**config.mk**
```make
export PLATFORM = sky130hd
export DESIGN_NAME = duration_string_parser_core
export DESIGN_NICKNAME = d
export VERILOG_FILES = /design/src/rtl/dsp_pkg.sv /design/src/rtl/dsp_front.sv /design/src/rtl/dsp_fifo.sv /design/src/rtl/dsp_div.sv /design/src/rtl/dsp_back.sv /design/src/rtl/duration_string_parser_core.sv
export VERILOG_INCLUDE_DIRS = /design/src /design/src/rtl
export SDC_FILE = /design/constraint.sdc
export NUM_CORES = 2
export LEC_CHECK = 0
export BUFFER_PORTS_ARGS = -buffer_cell sky130_fd_sc_hd__buf_4
export CAP_MARGIN = 20
export CELL_PAD_IN_SITES_DETAIL_PLACEMENT = 1
export CELL_PAD_IN_SITES_GLOBAL_PLACEMENT = 2
export CORE_ASPECT_RATIO = 1.2
export CORE_UTILIZATION = 39
export CTS_BUF_LIST = sky130_fd_sc_hd__clkbuf_4 sky130_fd_sc_hd__clkbuf_8
export DETAILED_ROUTE_END_ITERATION = 16
export PLACE_DENSITY = 0.9
export SYNTH_ARGS = -nofsm -noshare
export SYNTH_HDL_FRONTEND = slang
export SYNTH_SLANG_ARGS = --single-unit
```
**constraint.sdc**
```tcl
create_clock -name aclk -period 10.9 [get_ports aclk]
set_input_delay 1.09 -clock aclk [delete_from_list [all_inputs] [get_ports aclk]]
set_output_delay 1.09 -clock aclk [all_outputs]
set_load 0.005 [all_outputs]
```
**src/rtl/duration_string_parser_core_macros.svh**
```systemverilog
// ----------------------------------------------------------------------------
// Duration string parser assertion macros
// Concurrent checks clocked on aclk, disabled while aresetn is low.
// ----------------------------------------------------------------------------
`ifndef DURATION_STRING_PARSER_CORE_MACROS_SVH
`define DURATION_STRING_PARSER_CORE_MACROS_SVH

`define DSP_ASSERT_HOLDS(lbl, cond, msg) \
    lbl: assert property (@(posedge aclk) disable iff (!aresetn) (cond)) else $error(msg);

`define DSP_ASSERT_IMPLIES(lbl, ante, cons, msg) \
    lbl: assert property (@(posedge aclk) disable iff (!aresetn) (ante) |-> (cons)) \
        else $error(msg);

`define DSP_ASSERT_NEXT(lbl, ante, cons, msg) \
    lbl: assert property (@(posedge aclk) disable iff (!aresetn) (ante) |=> (cons)) \
        else $error(msg);

`endif

```
**src/rtl/dsp_pkg.sv**
```systemverilog
// ----------------------------------------------------------------------------
// Duration string parser package
// Character classes, scale codes, queue entry and constant tables.
// ----------------------------------------------------------------------------
package dsp_pkg;

    localparam int MAX_FRAC_DIGITS = 19;
    localparam int MUL_W           = 30;

    localparam logic [MUL_W-1:0] NS_PER_SEC   = 30'd1000000000;
    localparam logic [MUL_W-1:0] SEC_PER_MIN  = 30'd60;
    localparam logic [MUL_W-1:0] SEC_PER_HOUR = 30'd3600;
    localparam logic [MUL_W-1:0] SEC_PER_DAY  = 30'd86400;
    localparam logic [MUL_W-1:0] SCALE_UNIT   = 30'd1;

    typedef enum logic [2:0] {
        CL_NONE,
        CL_DIGIT,
        CL_DOT,
        CL_SUFFIX,
        CL_OTHER
    } char_class_t;

    typedef enum logic [1:0] {
        FAC_ONE,
        FAC_MIN,
        FAC_HOUR,
        FAC_DAY
    } scale_t;

    typedef struct packed {
        char_class_t cls;
        logic [3:0]  digit;
        scale_t      fac;
        logic        tend;
        logic        lend;
    } q_entry_t;

    function automatic logic [MUL_W-1:0] scale_factor(input scale_t f);
        logic [MUL_W-1:0] v;
        unique case (f)
            FAC_MIN:  v = SEC_PER_MIN;
            FAC_HOUR: v = SEC_PER_HOUR;
            FAC_DAY:  v = SEC_PER_DAY;
            default:  v = SCALE_UNIT;
        endcase
        return v;
    endfunction

    function automatic logic [63:0] pow10(input logic [4:0] n);
        logic [63:0] v;
        case (n)
            5'd0:    v = 64'd1;
            5'd1:    v = 64'd10;
            5'd2:    v = 64'd100;
            5'd3:    v = 64'd1000;
            5'd4:    v = 64'd10000;
            5'd5:    v = 64'd100000;
            5'd6:    v = 64'd1000000;
            5'd7:    v = 64'd10000000;
            5'd8:    v = 64'd100000000;
            5'd9:    v = 64'd1000000000;
            5'd10:   v = 64'd10000000000;
            5'd11:   v = 64'd100000000000;
            5'd12:   v = 64'd1000000000000;
            5'd13:   v = 64'd10000000000000;
            5'd14:   v = 64'd100000000000000;
            5'd15:   v = 64'd1000000000000000;
            5'd16:   v = 64'd10000000000000000;
            5'd17:   v = 64'd100000000000000000;
            5'd18:   v = 64'd1000000000000000000;
            default: v = 64'd10000000000000000000;
        endcase
        return v;
    endfunction

endpackage

```
**src/rtl/dsp_front.sv**
```systemverilog
// ----------------------------------------------------------------------------
// Duration string parser front end
// Accepts character beats, classifies them and hands entries to the queue.
// ----------------------------------------------------------------------------
module dsp_front import dsp_pkg::*; (
    input  logic       aclk,
    input  logic       aresetn,
    input  logic       s_tvalid,
    output logic       s_tready,
    input  logic [7:0] s_tdata,
    input  logic       s_tlast,
    input  logic [0:0] s_tuser,
    output logic       push_valid,
    input  logic       push_ready,
    output q_entry_t   push_data
);

    localparam logic [7:0] CH_NUL  = 8'h00;
    localparam logic [7:0] CH_ZERO = 8'h30;
    localparam logic [7:0] CH_NINE = 8'h39;
    localparam logic [7:0] CH_DOT  = 8'h2E;
    localparam logic [7:0] CH_S    = 8'h73;
    localparam logic [7:0] CH_M    = 8'h6D;
    localparam logic [7:0] CH_H    = 8'h68;
    localparam logic [7:0] CH_D    = 8'h64;

    logic     hold_valid_reg, hold_valid_next;
    q_entry_t hold_reg, hold_next;
    q_entry_t entry_new;
    logic     accept;
    logic     keep;

    always_comb begin
        entry_new.cls   = CL_OTHER;
        entry_new.digit = s_tdata[3:0];
        entry_new.fac   = FAC_ONE;
        entry_new.tend  = s_tlast;
        entry_new.lend  = s_tuser[0];
        if (s_tdata == CH_NUL) begin
            entry_new.cls = CL_NONE;
        end else if (s_tdata >= CH_ZERO && s_tdata <= CH_NINE) begin
            entry_new.cls = CL_DIGIT;
        end else begin
            unique case (s_tdata)
                CH_DOT: entry_new.cls = CL_DOT;
                CH_S: begin
                    entry_new.cls = CL_SUFFIX;
                end
                CH_M: begin
                    entry_new.cls = CL_SUFFIX;
                    entry_new.fac = FAC_MIN;
                end
                CH_H: begin
                    entry_new.cls = CL_SUFFIX;
                    entry_new.fac = FAC_HOUR;
                end
                CH_D: begin
                    entry_new.cls = CL_SUFFIX;
                    entry_new.fac = FAC_DAY;
                end
                default: entry_new.cls = CL_OTHER;
            endcase
        end
    end

    // drop empty beats that do not close a token
    assign keep     = (entry_new.cls != CL_NONE) || s_tlast;
    assign s_tready = !hold_valid_reg || push_ready;
    assign accept   = s_tvalid && s_tready;

    always_comb begin
        hold_next = hold_reg;
        if (accept) begin
            hold_valid_next = keep;
            hold_next       = entry_new;
        end else if (push_ready) begin
            hold_valid_next = 1'b0;
        end else begin
            hold_valid_next = hold_valid_reg;
        end
    end

    always_ff @(posedge aclk) begin
        if (!aresetn) begin
            hold_valid_reg <= 1'b0;
        end else begin
            hold_valid_reg <= hold_valid_next;
        end
        hold_reg <= hold_next;
    end

    assign push_valid = hold_valid_reg;
    assign push_data  = hold_reg;

endmodule

```
**src/rtl/dsp_fifo.sv**
```systemverilog
// ----------------------------------------------------------------------------
// Duration string parser entry queue
// Short FIFO between classifier and execution back end.
// ----------------------------------------------------------------------------
module dsp_fifo import dsp_pkg::*; #(
    parameter  int DEPTH = 4,
    localparam int CNT_W = $clog2(DEPTH + 1)
) (
    input  logic             aclk,
    input  logic             aresetn,
    input  logic             wr_valid,
    output logic             wr_ready,
    input  q_entry_t         wr_data,
    output logic             rd_valid,
    input  logic             rd_ready,
    output q_entry_t         rd_data,
    output logic [CNT_W-1:0] count
);

    localparam int PTR_W = $clog2(DEPTH);
    localparam logic [PTR_W-1:0] PTR_LAST = PTR_W'(DEPTH - 1);
    localparam logic [CNT_W-1:0] CNT_FULL = CNT_W'(DEPTH);

    q_entry_t           mem_reg [DEPTH];
    logic [PTR_W-1:0]   wr_ptr_reg, wr_ptr_next;
    logic [PTR_W-1:0]   rd_ptr_reg, rd_ptr_next;
    logic [CNT_W-1:0]   count_reg, count_next;
    logic               wr_fire, rd_fire;

    assign wr_ready = count_reg != CNT_FULL;
    assign rd_valid = count_reg != '0;
    assign wr_fire  = wr_valid && wr_ready;
    assign rd_fire  = rd_valid && rd_ready;
    assign rd_data  = mem_reg[rd_ptr_reg];
    assign count    = count_reg;

    always_comb begin
        wr_ptr_next = wr_ptr_reg;
        rd_ptr_next = rd_ptr_reg;
        count_next  = count_reg;
        if (wr_fire) begin
            wr_ptr_next = (wr_ptr_reg == PTR_LAST) ? '0 : wr_ptr_reg + 1'b1;
        end
        if (rd_fire) begin
            rd_ptr_next = (rd_ptr_reg == PTR_LAST) ? '0 : rd_ptr_reg + 1'b1;
        end
        if (wr_fire && !rd_fire) begin
            count_next = count_reg + 1'b1;
        end else if (rd_fire && !wr_fire) begin
            count_next = count_reg - 1'b1;
        end
    end

    always_ff @(posedge aclk) begin
        if (!aresetn) begin
            wr_ptr_reg <= '0;
            rd_ptr_reg <= '0;
            count_reg  <= '0;
        end else begin
            wr_ptr_reg <= wr_ptr_next;
            rd_ptr_reg <= rd_ptr_next;
            count_reg  <= count_next;
        end
    end

    always_ff @(posedge aclk) begin
        if (wr_fire) begin
            mem_reg[wr_ptr_reg] <= wr_data;
        end
    end

endmodule

```
**src/rtl/dsp_div.sv**
```systemverilog
// ----------------------------------------------------------------------------
// Duration string parser divider
// Restoring 64-bit unsigned divider, one quotient bit per cycle.
// ----------------------------------------------------------------------------
module dsp_div (
    input  logic        aclk,
    input  logic        aresetn,
    input  logic        start,
    input  logic [63:0] dividend,
    input  logic [63:0] divisor,
    output logic        busy,
    output logic        done,
    output logic [63:0] quotient
);

    localparam int W     = 64;
    localparam int CNT_W = $clog2(W + 1);
    localparam logic [CNT_W-1:0] CNT_START = CNT_W'(W);
    localparam logic [CNT_W-1:0] CNT_LAST  = CNT_W'(1);

    logic             busy_reg, busy_next;
    logic             done_reg, done_next;
    logic [CNT_W-1:0] cnt_reg, cnt_next;
    logic [W-1:0]     quot_reg, quot_next;
    logic [W-1:0]     rem_reg, rem_next;
    logic [W-1:0]     div_reg, div_next;
    logic [W:0]       shifted;
    logic [W:0]       diff;
    logic             ge;

    assign shifted = {rem_reg, quot_reg[W-1]};
    assign diff    = shifted - {1'b0, div_reg};
    assign ge      = shifted >= {1'b0, div_reg};

    always_comb begin
        busy_next = busy_reg;
        done_next = 1'b0;
        cnt_next  = cnt_reg;
        quot_next = quot_reg;
        rem_next  = rem_reg;
        div_next  = div_reg;
        if (start) begin
            busy_next = 1'b1;
            cnt_next  = CNT_START;
            quot_next = dividend;
            rem_next  = '0;
            div_next  = divisor;
        end else if (busy_reg) begin
            quot_next = {quot_reg[W-2:0], ge};
            rem_next  = ge ? diff[W-1:0] : shifted[W-1:0];
            cnt_next  = cnt_reg - 1'b1;
            if (cnt_reg == CNT_LAST) begin
                busy_next = 1'b0;
                done_next = 1'b1;
            end
        end
    end

    always_ff @(posedge aclk) begin
        if (!aresetn) begin
            busy_reg <= 1'b0;
            done_reg <= 1'b0;
            cnt_reg  <= '0;
        end else begin
            busy_reg <= busy_next;
            done_reg <= done_next;
            cnt_reg  <= cnt_next;
        end
        quot_reg <= quot_next;
        rem_reg  <= rem_next;
        div_reg  <= div_next;
    end

    assign busy     = busy_reg;
    assign done     = done_reg;
    assign quotient = quot_reg;

endmodule

```
**src/rtl/dsp_back.sv**
```systemverilog
// ----------------------------------------------------------------------------
// Duration string parser back end
// Parse state, scaling multiplier, token close and result register.
// ----------------------------------------------------------------------------
module dsp_back import dsp_pkg::*; (
    input  logic        aclk,
    input  logic        aresetn,
    input  logic        pop_valid,
    output logic        pop_ready,
    input  q_entry_t    pop_data,
    output logic        div_start,
    output logic [63:0] div_dividend,
    output logic [63:0] div_divisor,
    input  logic        div_done,
    input  logic [63:0] div_quot,
    output logic        m_tvalid,
    input  logic        m_tready,
    output logic [63:0] token_nanos,
    output logic [63:0] total_nanos,
    output logic        invalid,
    output logic        is_final
);

    localparam int PROD_W = 32 + MUL_W;
    localparam logic [1:0] PH_INT  = 2'd0;
    localparam logic [1:0] PH_FRAC = 2'd1;
    localparam logic [1:0] PH_DONE = 2'd2;
    localparam logic [4:0] FRAC_LIMIT = 5'(MAX_FRAC_DIGITS);

    typedef enum logic [2:0] {
        S_IDLE,
        S_MUL_LO,
        S_MUL_HI,
        S_MUL_ADD,
        S_END,
        S_DIV,
        S_OUT
    } state_t;

    state_t             state_reg, state_next;
    logic [63:0]        acc_reg, acc_next;
    logic [4:0]         frac_reg, frac_next;
    logic [1:0]         phase_reg, phase_next;
    logic               bad_reg, bad_next;
    logic [63:0]        total_reg, total_next;
    logic [MUL_W-1:0]   mul_b_reg, mul_b_next;
    scale_t             fac_reg, fac_next;
    logic               tend_reg, tend_next;
    logic               lend_reg, lend_next;
    logic [PROD_W-1:0]  p_reg, p_next;
    logic [31:0]        q_reg, q_next;
    logic [63:0]        nanos_reg, nanos_next;
    logic               out_valid_reg, out_valid_next;
    logic [63:0]        tok_reg, tok_next;
    logic [63:0]        tot_reg, tot_next;
    logic               inv_reg, inv_next;
    logic               fin_reg, fin_next;

    logic [31:0]        mul_a;
    logic [PROD_W-1:0]  prod;
    logic [63:0]        acc_digit;
    logic [63:0]        sum;
    logic               need_mul;
    logic               open_phase;

    assign mul_a     = (state_reg == S_MUL_LO) ? acc_reg[31:0] : acc_reg[63:32];
    assign prod      = {{MUL_W{1'b0}}, mul_a} * {32'd0, mul_b_reg};
    assign acc_digit = {acc_reg[60:0], 3'b000} + {acc_reg[62:0], 1'b0}
                     + {60'd0, pop_data.digit};
    assign sum        = total_reg + nanos_reg;
    assign open_phase = (phase_reg == PH_INT) || (phase_reg == PH_FRAC);

    assign pop_ready    = state_reg == S_IDLE;
    assign div_start    = (state_reg == S_END) && (frac_reg != '0);
    assign div_dividend = acc_reg;
    assign div_divisor  = pow10(frac_reg);

    always_comb begin
        state_next     = state_reg;
        acc_next       = acc_reg;
        frac_next      = frac_reg;
        phase_next     = phase_reg;
        bad_next       = bad_reg;
        total_next     = total_reg;
        mul_b_next     = mul_b_reg;
        fac_next       = fac_reg;
        tend_next      = tend_reg;
        lend_next      = lend_reg;
        p_next         = p_reg;
        q_next         = q_reg;
        nanos_next     = nanos_reg;
        out_valid_next = out_valid_reg && !m_tready;
        tok_next       = tok_reg;
        tot_next       = tot_reg;
        inv_next       = inv_reg;
        fin_next       = fin_reg;
        need_mul       = 1'b0;

        unique case (state_reg)
            S_IDLE: begin
                if (pop_valid) begin
                    tend_next = pop_data.tend;
                    lend_next = pop_data.lend;
                    fac_next  = FAC_ONE;
                    if (pop_data.cls != CL_NONE) begin
                        if (!open_phase) begin
                            bad_next = 1'b1;
                        end else begin
                            unique case (pop_data.cls)
                                CL_DIGIT: begin
                                    if (phase_reg == PH_INT) begin
                                        acc_next = acc_digit;
                                    end else if (frac_reg < FRAC_LIMIT) begin
                                        acc_next  = acc_digit;
                                        frac_next = frac_reg + 1'b1;
                                    end else begin
                                        bad_next = 1'b1;
                                    end
                                end
                                CL_DOT: begin
                                    if (phase_reg == PH_INT) begin
                                        phase_next = PH_FRAC;
                                    end else begin
                                        bad_next   = 1'b1;
                                        need_mul   = 1'b1;
                                        phase_next = PH_DONE;
                                    end
                                end
                                CL_SUFFIX: begin
                                    need_mul   = 1'b1;
                                    phase_next = PH_DONE;
                                    fac_next   = pop_data.fac;
                                end
                                default: begin
                                    bad_next   = 1'b1;
                                    need_mul   = 1'b1;
                                    phase_next = PH_DONE;
                                end
                            endcase
                        end
                    end
                    // no suffix at token close: count as seconds
                    if (pop_data.tend && (phase_next == PH_INT || phase_next == PH_FRAC)) begin
                        need_mul = 1'b1;
                    end
                    mul_b_next = NS_PER_SEC;
                    if (need_mul) begin
                        state_next = S_MUL_LO;
                    end else if (pop_data.tend) begin
                        state_next = S_END;
                    end
                end
            end
            S_MUL_LO: begin
                p_next     = prod;
                state_next = S_MUL_HI;
            end
            S_MUL_HI: begin
                q_next     = prod[31:0];
                state_next = S_MUL_ADD;
            end
            S_MUL_ADD: begin
                acc_next = {{(64 - PROD_W){1'b0}}, p_reg} + {q_reg, 32'd0};
                if (fac_reg != FAC_ONE) begin
                    mul_b_next = scale_factor(fac_reg);
                    fac_next   = FAC_ONE;
                    state_next = S_MUL_LO;
                end else if (tend_reg) begin
                    state_next = S_END;
                end else begin
                    state_next = S_IDLE;
                end
            end
            S_END: begin
                if (frac_reg == '0) begin
                    nanos_next = acc_reg;
                    state_next = S_OUT;
                end else begin
                    state_next = S_DIV;
                end
            end
            S_DIV: begin
                if (div_done) begin
                    nanos_next = div_quot;
                    state_next = S_OUT;
                end
            end
            S_OUT: begin
                if (!out_valid_reg || m_tready) begin
                    out_valid_next = 1'b1;
                    tok_next       = nanos_reg;
                    tot_next       = sum;
                    inv_next       = bad_reg;
                    fin_next       = lend_reg;
                    total_next     = lend_reg ? '0 : sum;
                    acc_next       = '0;
                    frac_next      = '0;
                    phase_next     = PH_INT;
                    bad_next       = 1'b0;
                    state_next     = S_IDLE;
                end
            end
            default: state_next = S_IDLE;
        endcase
    end

    always_ff @(posedge aclk) begin
        if (!aresetn) begin
            state_reg     <= S_IDLE;
            acc_reg       <= '0;
            frac_reg      <= '0;
            phase_reg     <= PH_INT;
            bad_reg       <= 1'b0;
            total_reg     <= '0;
            fac_reg       <= FAC_ONE;
            tend_reg      <= 1'b0;
            lend_reg      <= 1'b0;
            out_valid_reg <= 1'b0;
        end else begin
            state_reg     <= state_next;
            acc_reg       <= acc_next;
            frac_reg      <= frac_next;
            phase_reg     <= phase_next;
            bad_reg       <= bad_next;
            total_reg     <= total_next;
            fac_reg       <= fac_next;
            tend_reg      <= tend_next;
            lend_reg      <= lend_next;
            out_valid_reg <= out_valid_next;
        end
        mul_b_reg <= mul_b_next;
        p_reg     <= p_next;
        q_reg     <= q_next;
        nanos_reg <= nanos_next;
        tok_reg   <= tok_next;
        tot_reg   <= tot_next;
        inv_reg   <= inv_next;
        fin_reg   <= fin_next;
    end

    assign m_tvalid    = out_valid_reg;
    assign token_nanos = tok_reg;
    assign total_nanos = tot_reg;
    assign invalid     = inv_reg;
    assign is_final    = fin_reg;

endmodule

```
**src/rtl/duration_string_parser_core.sv**
```systemverilog
// ----------------------------------------------------------------------------
// Duration string parser core: one character per beat, one result per token.
// Digit, dot and empty beats sustain one per cycle while the back end is idle;
// an s suffix takes one multiply pass, m/h/d two. A closing beat with no suffix
// takes the seconds multiply. Close runs S_END, S_DIV for fraction digits, S_OUT.
// Synchronous aresetn clears parse state, running total, queue and output valid.
// ----------------------------------------------------------------------------
`include "duration_string_parser_core_macros.svh"

module duration_string_parser_core import dsp_pkg::*; #(
    parameter int QUEUE_DEPTH = 4
) (
    input  logic         aclk,
    input  logic         aresetn,
    input  logic         s_tvalid,
    output logic         s_tready,
    input  logic [7:0]   s_tdata,   // [7:0] char_code
    input  logic         s_tlast,   // token_end
    input  logic [0:0]   s_tuser,   // [0] list_end
    output logic         m_tvalid,
    input  logic         m_tready,
    output logic [127:0] m_tdata,   // [63:0] token_nanos, [127:64] total_nanos
    output logic [0:0]   m_tuser,   // [0] invalid
    output logic         m_tlast    // is_final
);

    localparam int CNT_W = $clog2(QUEUE_DEPTH + 1);

    logic             push_valid, push_ready;
    q_entry_t         push_data;
    logic             pop_valid, pop_ready;
    q_entry_t         pop_data;
    logic [CNT_W-1:0] q_count;
    logic             push_fire, pop_fire;

    logic             div_start, div_busy, div_done;
    logic [63:0]      div_dividend, div_divisor, div_quot;

    logic [63:0]      token_nanos, total_nanos;
    logic             invalid, is_final;

    dsp_front u_front (
        .aclk       (aclk),
        .aresetn    (aresetn),
        .s_tvalid   (s_tvalid),
        .s_tready   (s_tready),
        .s_tdata    (s_tdata),
        .s_tlast    (s_tlast),
        .s_tuser    (s_tuser),
        .push_valid (push_valid),
        .push_ready (push_ready),
        .push_data  (push_data)
    );

    dsp_fifo #(
        .DEPTH (QUEUE_DEPTH)
    ) u_fifo (
        .aclk     (aclk),
        .aresetn  (aresetn),
        .wr_valid (push_valid),
        .wr_ready (push_ready),
        .wr_data  (push_data),
        .rd_valid (pop_valid),
        .rd_ready (pop_ready),
        .rd_data  (pop_data),
        .count    (q_count)
    );

    dsp_div u_div (
        .aclk     (aclk),
        .aresetn  (aresetn),
        .start    (div_start),
        .dividend (div_dividend),
        .divisor  (div_divisor),
        .busy     (div_busy),
        .done     (div_done),
        .quotient (div_quot)
    );

    dsp_back u_back (
        .aclk         (aclk),
        .aresetn      (aresetn),
        .pop_valid    (pop_valid),
        .pop_ready    (pop_ready),
        .pop_data     (pop_data),
        .div_start    (div_start),
        .div_dividend (div_dividend),
        .div_divisor  (div_divisor),
        .div_done     (div_done),
        .div_quot     (div_quot),
        .m_tvalid     (m_tvalid),
        .m_tready     (m_tready),
        .token_nanos  (token_nanos),
        .total_nanos  (total_nanos),
        .invalid      (invalid),
        .is_final     (is_final)
    );

    assign m_tdata    = {total_nanos, token_nanos};
    assign m_tuser[0] = invalid;
    assign m_tlast    = is_final;

    assign push_fire = push_valid && push_ready;
    assign pop_fire  = pop_valid && pop_ready;

    `DSP_ASSERT_NEXT(a_q_count_up, push_fire && !pop_fire, q_count == $past(q_count) + 1'b1, "queue count missed a push")
    `DSP_ASSERT_NEXT(a_q_count_down, pop_fire && !push_fire, q_count == $past(q_count) - 1'b1, "queue count missed a pop")
    `DSP_ASSERT_HOLDS(a_q_count_bound, q_count <= CNT_W'(QUEUE_DEPTH), "queue count above depth")
    `DSP_ASSERT_IMPLIES(a_div_start_idle, div_start, !div_busy, "divider started while busy")

endmodule
```
# After elaboration in Yosys (flattened, before gate mapping)
# Memory sizes are Yosys's and may differ from the RTL's. A register that Yosys moved wholly into a read port is not among the register bits.
# Cells that the tools add are included.
# W data, S select, Z words.
op_classes:
  add_sub_neg: 11
  mul: 1
  n_lt_le_gt_ge: 4
  eq_ne: 39
  muxes: 90
  n_bitwise: 2
  n_reduce_logical: 49
op_table:
  columns: ["cell", "n"]
  rows:
  - ["$mux W64", 13]
  - ["$pmux W64 S3", 1]
  - ["$add A64 B64 Y64", 2]
  - ["$pmux W64 S2", 1]
  - ["$ge A65 B64 Y1", 1]
  - ["$add A62 B64 Y64", 1]
  - ["$add A64 B4 Y64", 1]
  - ["$sub A64 B64 Y64", 1]
  - ["$mul A32 B30 Y62", 1]
  - ["$mux W30", 2]
  - ["$pmux W30 S2", 1]
  - ["$pmux W17 S3", 1]
  - ["$mux W5", 7]
  - ["$mux W2", 17]
  - ["$mux W3", 11]
  - ["$eq A8 B7 Y1 const B", 4]
  - ["$mux W32", 1]
  - ["$mux W1", 23]
  - ["$pmux W3 S7", 1]
  - ["$reduce_and A8 Y1", 2]
  - ["$mux W7", 2]
  - ["$ne A2 B1 Y1 const B", 7]
  - ["$reduce_bool A2 Y1", 7]
  - ["$eq A3 B2 Y1 const B", 4]
  - ["other kinds (41)", 84]
totals:
  reg_bits: 682
  ramBits: 44
  rom_bits: 1888
  inputBits: 14
  output_inout_bits: 132
  elab_cells: 232
  mem_count: 2
mem_list:
  columns: ["name", "words", "width", "read_ports", "rd_clocked_by_memory_dff", "write_ports", "line_no", "text"]
  rows:
  - ["(no name shown)", 32, 59, 1, 1, 0, "dsp_pkg.sv:52", "case (n)"]
  - ["u_fifo.mem_reg", 4, 11, 1, 1, 1, "dsp_fifo.sv:24", "q_entry_t mem_reg [DEPTH];"]

# Longest topological paths before layout
logic_depth:
  word_depth: 16
  mapped_depth: 36
  depth_no_buf: 32

# Modules after synthesis
# Synthesis repeated with hierarchy kept, for this count alone.
hier_totals:
  cells_unflattened: 6844
  hier_area_um2: 67696.2
by_module_without_submodules:
  columns: ["module", "instances", "cells_per_inst", "area_each_um2", "seq_area_each_um2"]
  rows:
  - ["dsp_back", 1, 5356, 52233.8, 12852.3]
  - ["dsp_div", 1, 1338, 12814.8, 5305.1]
  - ["dsp_fifo", 1, 108, 2063.2, 1501.4]
  - ["dsp_front", 1, 42, 584.3, 350.3]

# Worst setup path after synthesis
# Ideal clock, no wire load.
synth_path:
  path_type: "reg2reg"
  from: "reg u_back.state_reg[2]"
  to: "reg u_back.p_reg[47] (data pin)"
  setup_ns: 0.259
  t_arrival_ns: 10.864
  t_required_ns: 10.641
  path_slack_ns: -0.223
  path_stages_with_launch: 35
  path_buffers: 6
  period_less_slack_ns: 11.123
  cell_sequence: "dfxtp_1 clkbuf_1 nor3b_1 clkbuf_1 clkbuf_1 buf_1 buf_1 mux2_2 nand2_1 fa_1 inv_1 fa_1 fa_1 inv_1 fa_1 inv_1 fa_1 fa_1 fa_1 inv_1 fa_1 inv_1 ha_1 clkbuf_1 a21oi_1 o21ai_0 a31oi_1 a21oi_1 a211oi_1 a21o_1 o21ai_0 a21oi_1 o21ai_0 a21o_1 xor2_1"
synth_via:
  elab_chain_cells: 3
synth_lines:
  columns: ["item", "line_no", "text"]
  rows:
  - ["start: declaration", "dsp_back.sv:40", "state_t state_reg, state_next;"]
  - ["start signal: assignment", "dsp_back.sv:220", "state_reg <= state_next;"]
  - ["$eq A3 B1 Y1", "dsp_back.sv:66", "assign mul_a = (state_reg == S_MUL_LO) ? acc_reg[31:0] : acc_reg[63:32];"]
  - ["$mux W32", "dsp_back.sv:66", null]
  - ["$mul A32 B30 Y62", "dsp_back.sv:67", "assign prod = {{MUL_W{1'b0}}, mul_a} * {32'd0, mul_b_reg};"]
  - ["named net u_back.prod[47]", "dsp_back.sv:60", "logic [PROD_W-1:0] prod;"]
  - ["end signal: assignment", "dsp_back.sv:232", "p_reg <= p_next;"]
  - ["end: declaration", "dsp_back.sv:50", "logic [PROD_W-1:0] p_reg, p_next;"]
# The timed path passes the listed nets, and every way through them passes these cells.
# A chain may end at the register's enable or synchronous reset.

# Worst setup path after layout
layout_path:
  from: "reg u_back.state_reg[0]"
  to: "reg u_back.p_reg[58] (data pin)"
# Same word-level chain as after synthesis.

==> out/qor.yml <==
synth.ff_latch_count: 696
r2r_slack_ns: 1.25
hold_path_end: "u_div.rem_reg[8]"
avgViaCountPerCell: 5.52
drt_iter0_markers: 2912
syn_avg_cell_area_sq_um: 9.69
insertion_delay_ns: 0.83
status: "completed"
slew_headroom_pct: 31.4
synth.distinct_cells: 81
cts_resized: 0
fin_nets: 7943
worst_pin_slew_ns: 1.02
port_buffers: 145
dieArea_sq_um: 166000
max_freq_mhz: 104
coreArea_sq_um: 163000
synth-edff-count: 469
async_flop_share_pct: 0
detail-route-antenna-nets: 0
cts-buffers-inserted: 102
clock-sinks: 696
min_from: "u_div.rem_reg[8]"
holdBufCountCts: 0
synth_top_area_share_pct: 21.9
drtPass1Iterations: 8
route.detailed.drc: 0
wl_microns: 206000
holdCritPathClass: "reg -> reg"
ys.flop_type: "edfxtp_1"
crit_slowest_cell: "and2_1"
holdWs_ns: 0.488
cts-root-buf: "clkbuf_8"
fin_skew_ns: 0.0472
critPathMostFrequentCell: "fa_1"
cts_tree: "done"
dr_total_vias: 49100
drive_above_1_share_pct: 7.88
finalSetupViolCount: 0
area_growth_pct: 8.93
critPathCaptureType: "flop"
clkSlewWorstSetupHoldPaths_ns: 0.07
critPathMaxStageDelay_ns: 0.60
rows: 162
grt_pass1_wl_microns: 316000
place_congestion: 0.934
tns_ns: 0
worstReg2RegEnd: "u_back.p_reg[58]"
post-route-util_pct: 43.0
grt_pass1_vias: 53500
r2r_start: "u_back.state_reg[0]"
routedWlPerCell_microns: 23.1
syn_inst: 6630
worstPathArrival_ns: 10.20
path_class: "reg -> reg"
cap_violations: 0
synth_area_leader_cell: "edfxtp_1"
cts_buffer_depth: 3
synth-seq-area-share_pct: 29.0
h-tree-depth: 3
start_kind: "flop"
start_util_pct: 39.4
synth_warnings: 0
grt_usage_pct: 24.7
io_pins: 146
antenna_found_initial: 3
finalCriticalPeriod_ns: 9.65
hold_violations: 0
rsz0062_at_grt: "false"
grt-ovfl-total: 0
post_cts_buffers: 0
hold_path_depth: 2
netlist_top_cells_area: "edfxtp_1 22%, fa_1 18%, ha_1 13%"
path_max_fanout: 62
die_x_microns: 373
report.final.slew_viol_count: 0
hpwl_microns: 167000
r2r_cells: 29
critPathRequiredTime_ns: 11.45
synthesis.nets: 7898
die_h_microns: 447
grt_max_degree: 94
finalCritPeriodShare_pct: 88.6
syn_area_sq_um: 64300
==> layout make-up <==
cell class,count,area [sq um]
diodes,2,5.00
clock buffers,126,1630
clock inverters,67,810
fillers,18600,93000
inverters,980,3690
multi-input cells,4693,41000
flip-flops and latches,696,18600
well taps,2132,2670
repair buffers,202,1550
==> layer usage <==
metal  GRT usage (%)  vias to the layer above  wire [microns]
li1                -                    22700               -
met1            29.9                    25000           85100
met2            43.6                     1101          103000
met3            2.95                      372            8110
met4            10.9                        0            9450
met5               0                        -               0
==> stage by stage <==
step                      cell area, sq um  instances  setup WS (ns)
after floorplan                      64300       6630         0.0100
after global placement               67500       8702           1.44
after detailed placement             67500       8702           1.26
after CTS                            70000       8895           1.25
after global routing                 70000       8898          0.746
final                                70000       8898           1.25
==> critical path, delay by kind of cell (launching register included) <==
kind                     cells  cell delay (ns)
adder cells (fa/ha/maj)      9             4.32
AO/OA/AOI/OAI               10             2.08
buffers and inverters        6             0.91
AND/OR/NAND/NOR              2             0.91
flip-flops                   1             0.58
multiplexers                 1             0.35
XOR/XNOR                     1             0.15
==> layout by cell type, fill, tap and decap left out, types with 88 or more instances in the layout <==
cell / Yosys / routed
fa_1: 578 / 578
o21ai_0: 268 / 268
nand2_1: 638 / 638
clkbuf_8: 0 / 110
dfxtp_1: 227 / 226
a21oi_1: 403 / 403
nor2_1: 340 / 336
inv_1: 979 / 976
nor2b_1: 88 / 88
xor2_1: 127 / 127
xnor2_1: 199 / 199
and2_1: 147 / 147
a21o_1: 176 / 176
buf_4: 3 / 200
edfxtp_1: 469 / 469
mux2_2: 95 / 95
ha_1: 676 / 676
==> cells by family after synthesis <==
family,count (synthesis),synth area share (%)
compound gates,1384,13.9
xor+xnor,326,4.44
fa+ha+maj,1257,31.2
buf+inv,1241,7.28
flops,696,29.0
mux,146,2.67
simple gates,1580,11.5
==> cells in the mapped netlist, types with 38 or more instances <==
cell,n
inv_1,979
ha_1,676
nand2_1,638
fa_1,578
edfxtp_1,469
a21oi_1,403
nor2_1,340
o21ai_0,268
clkbuf_1,237
dfxtp_1,227
xnor2_1,199
a21o_1,176
and2_1,147
xor2_1,127
mux2_2,95
nor2b_1,88
nand3_1,76
a211oi_1,70
a221oi_1,58
nor3_1,58
o21bai_1,58
nand4_1,52
a31oi_1,42
a22oi_1,40
mux2i_1,40
o21a_1,39
and3_1,38
==> worst max-delay path by stage <==
stage	from	to	slack, ns	depth (start not counted)
after floorplan	u_back.state_reg[2]	u_back.p_reg[47]	0.01	34
after global placement	u_back.state_reg[0]	u_back.p_reg[61]	1.44	31
after detailed placement	u_back.state_reg[0]	u_back.p_reg[58]	1.26	29
after CTS	u_back.state_reg[0]	u_back.p_reg[58]	1.25	29
after global routing	u_back.state_reg[0]	u_back.p_reg[47]	0.75	30
final	u_back.state_reg[0]	u_back.p_reg[58]	1.25	29
Power is not shown: default switching activity piles up to over one toggle a cycle in this logic, so the estimate is an artifact.
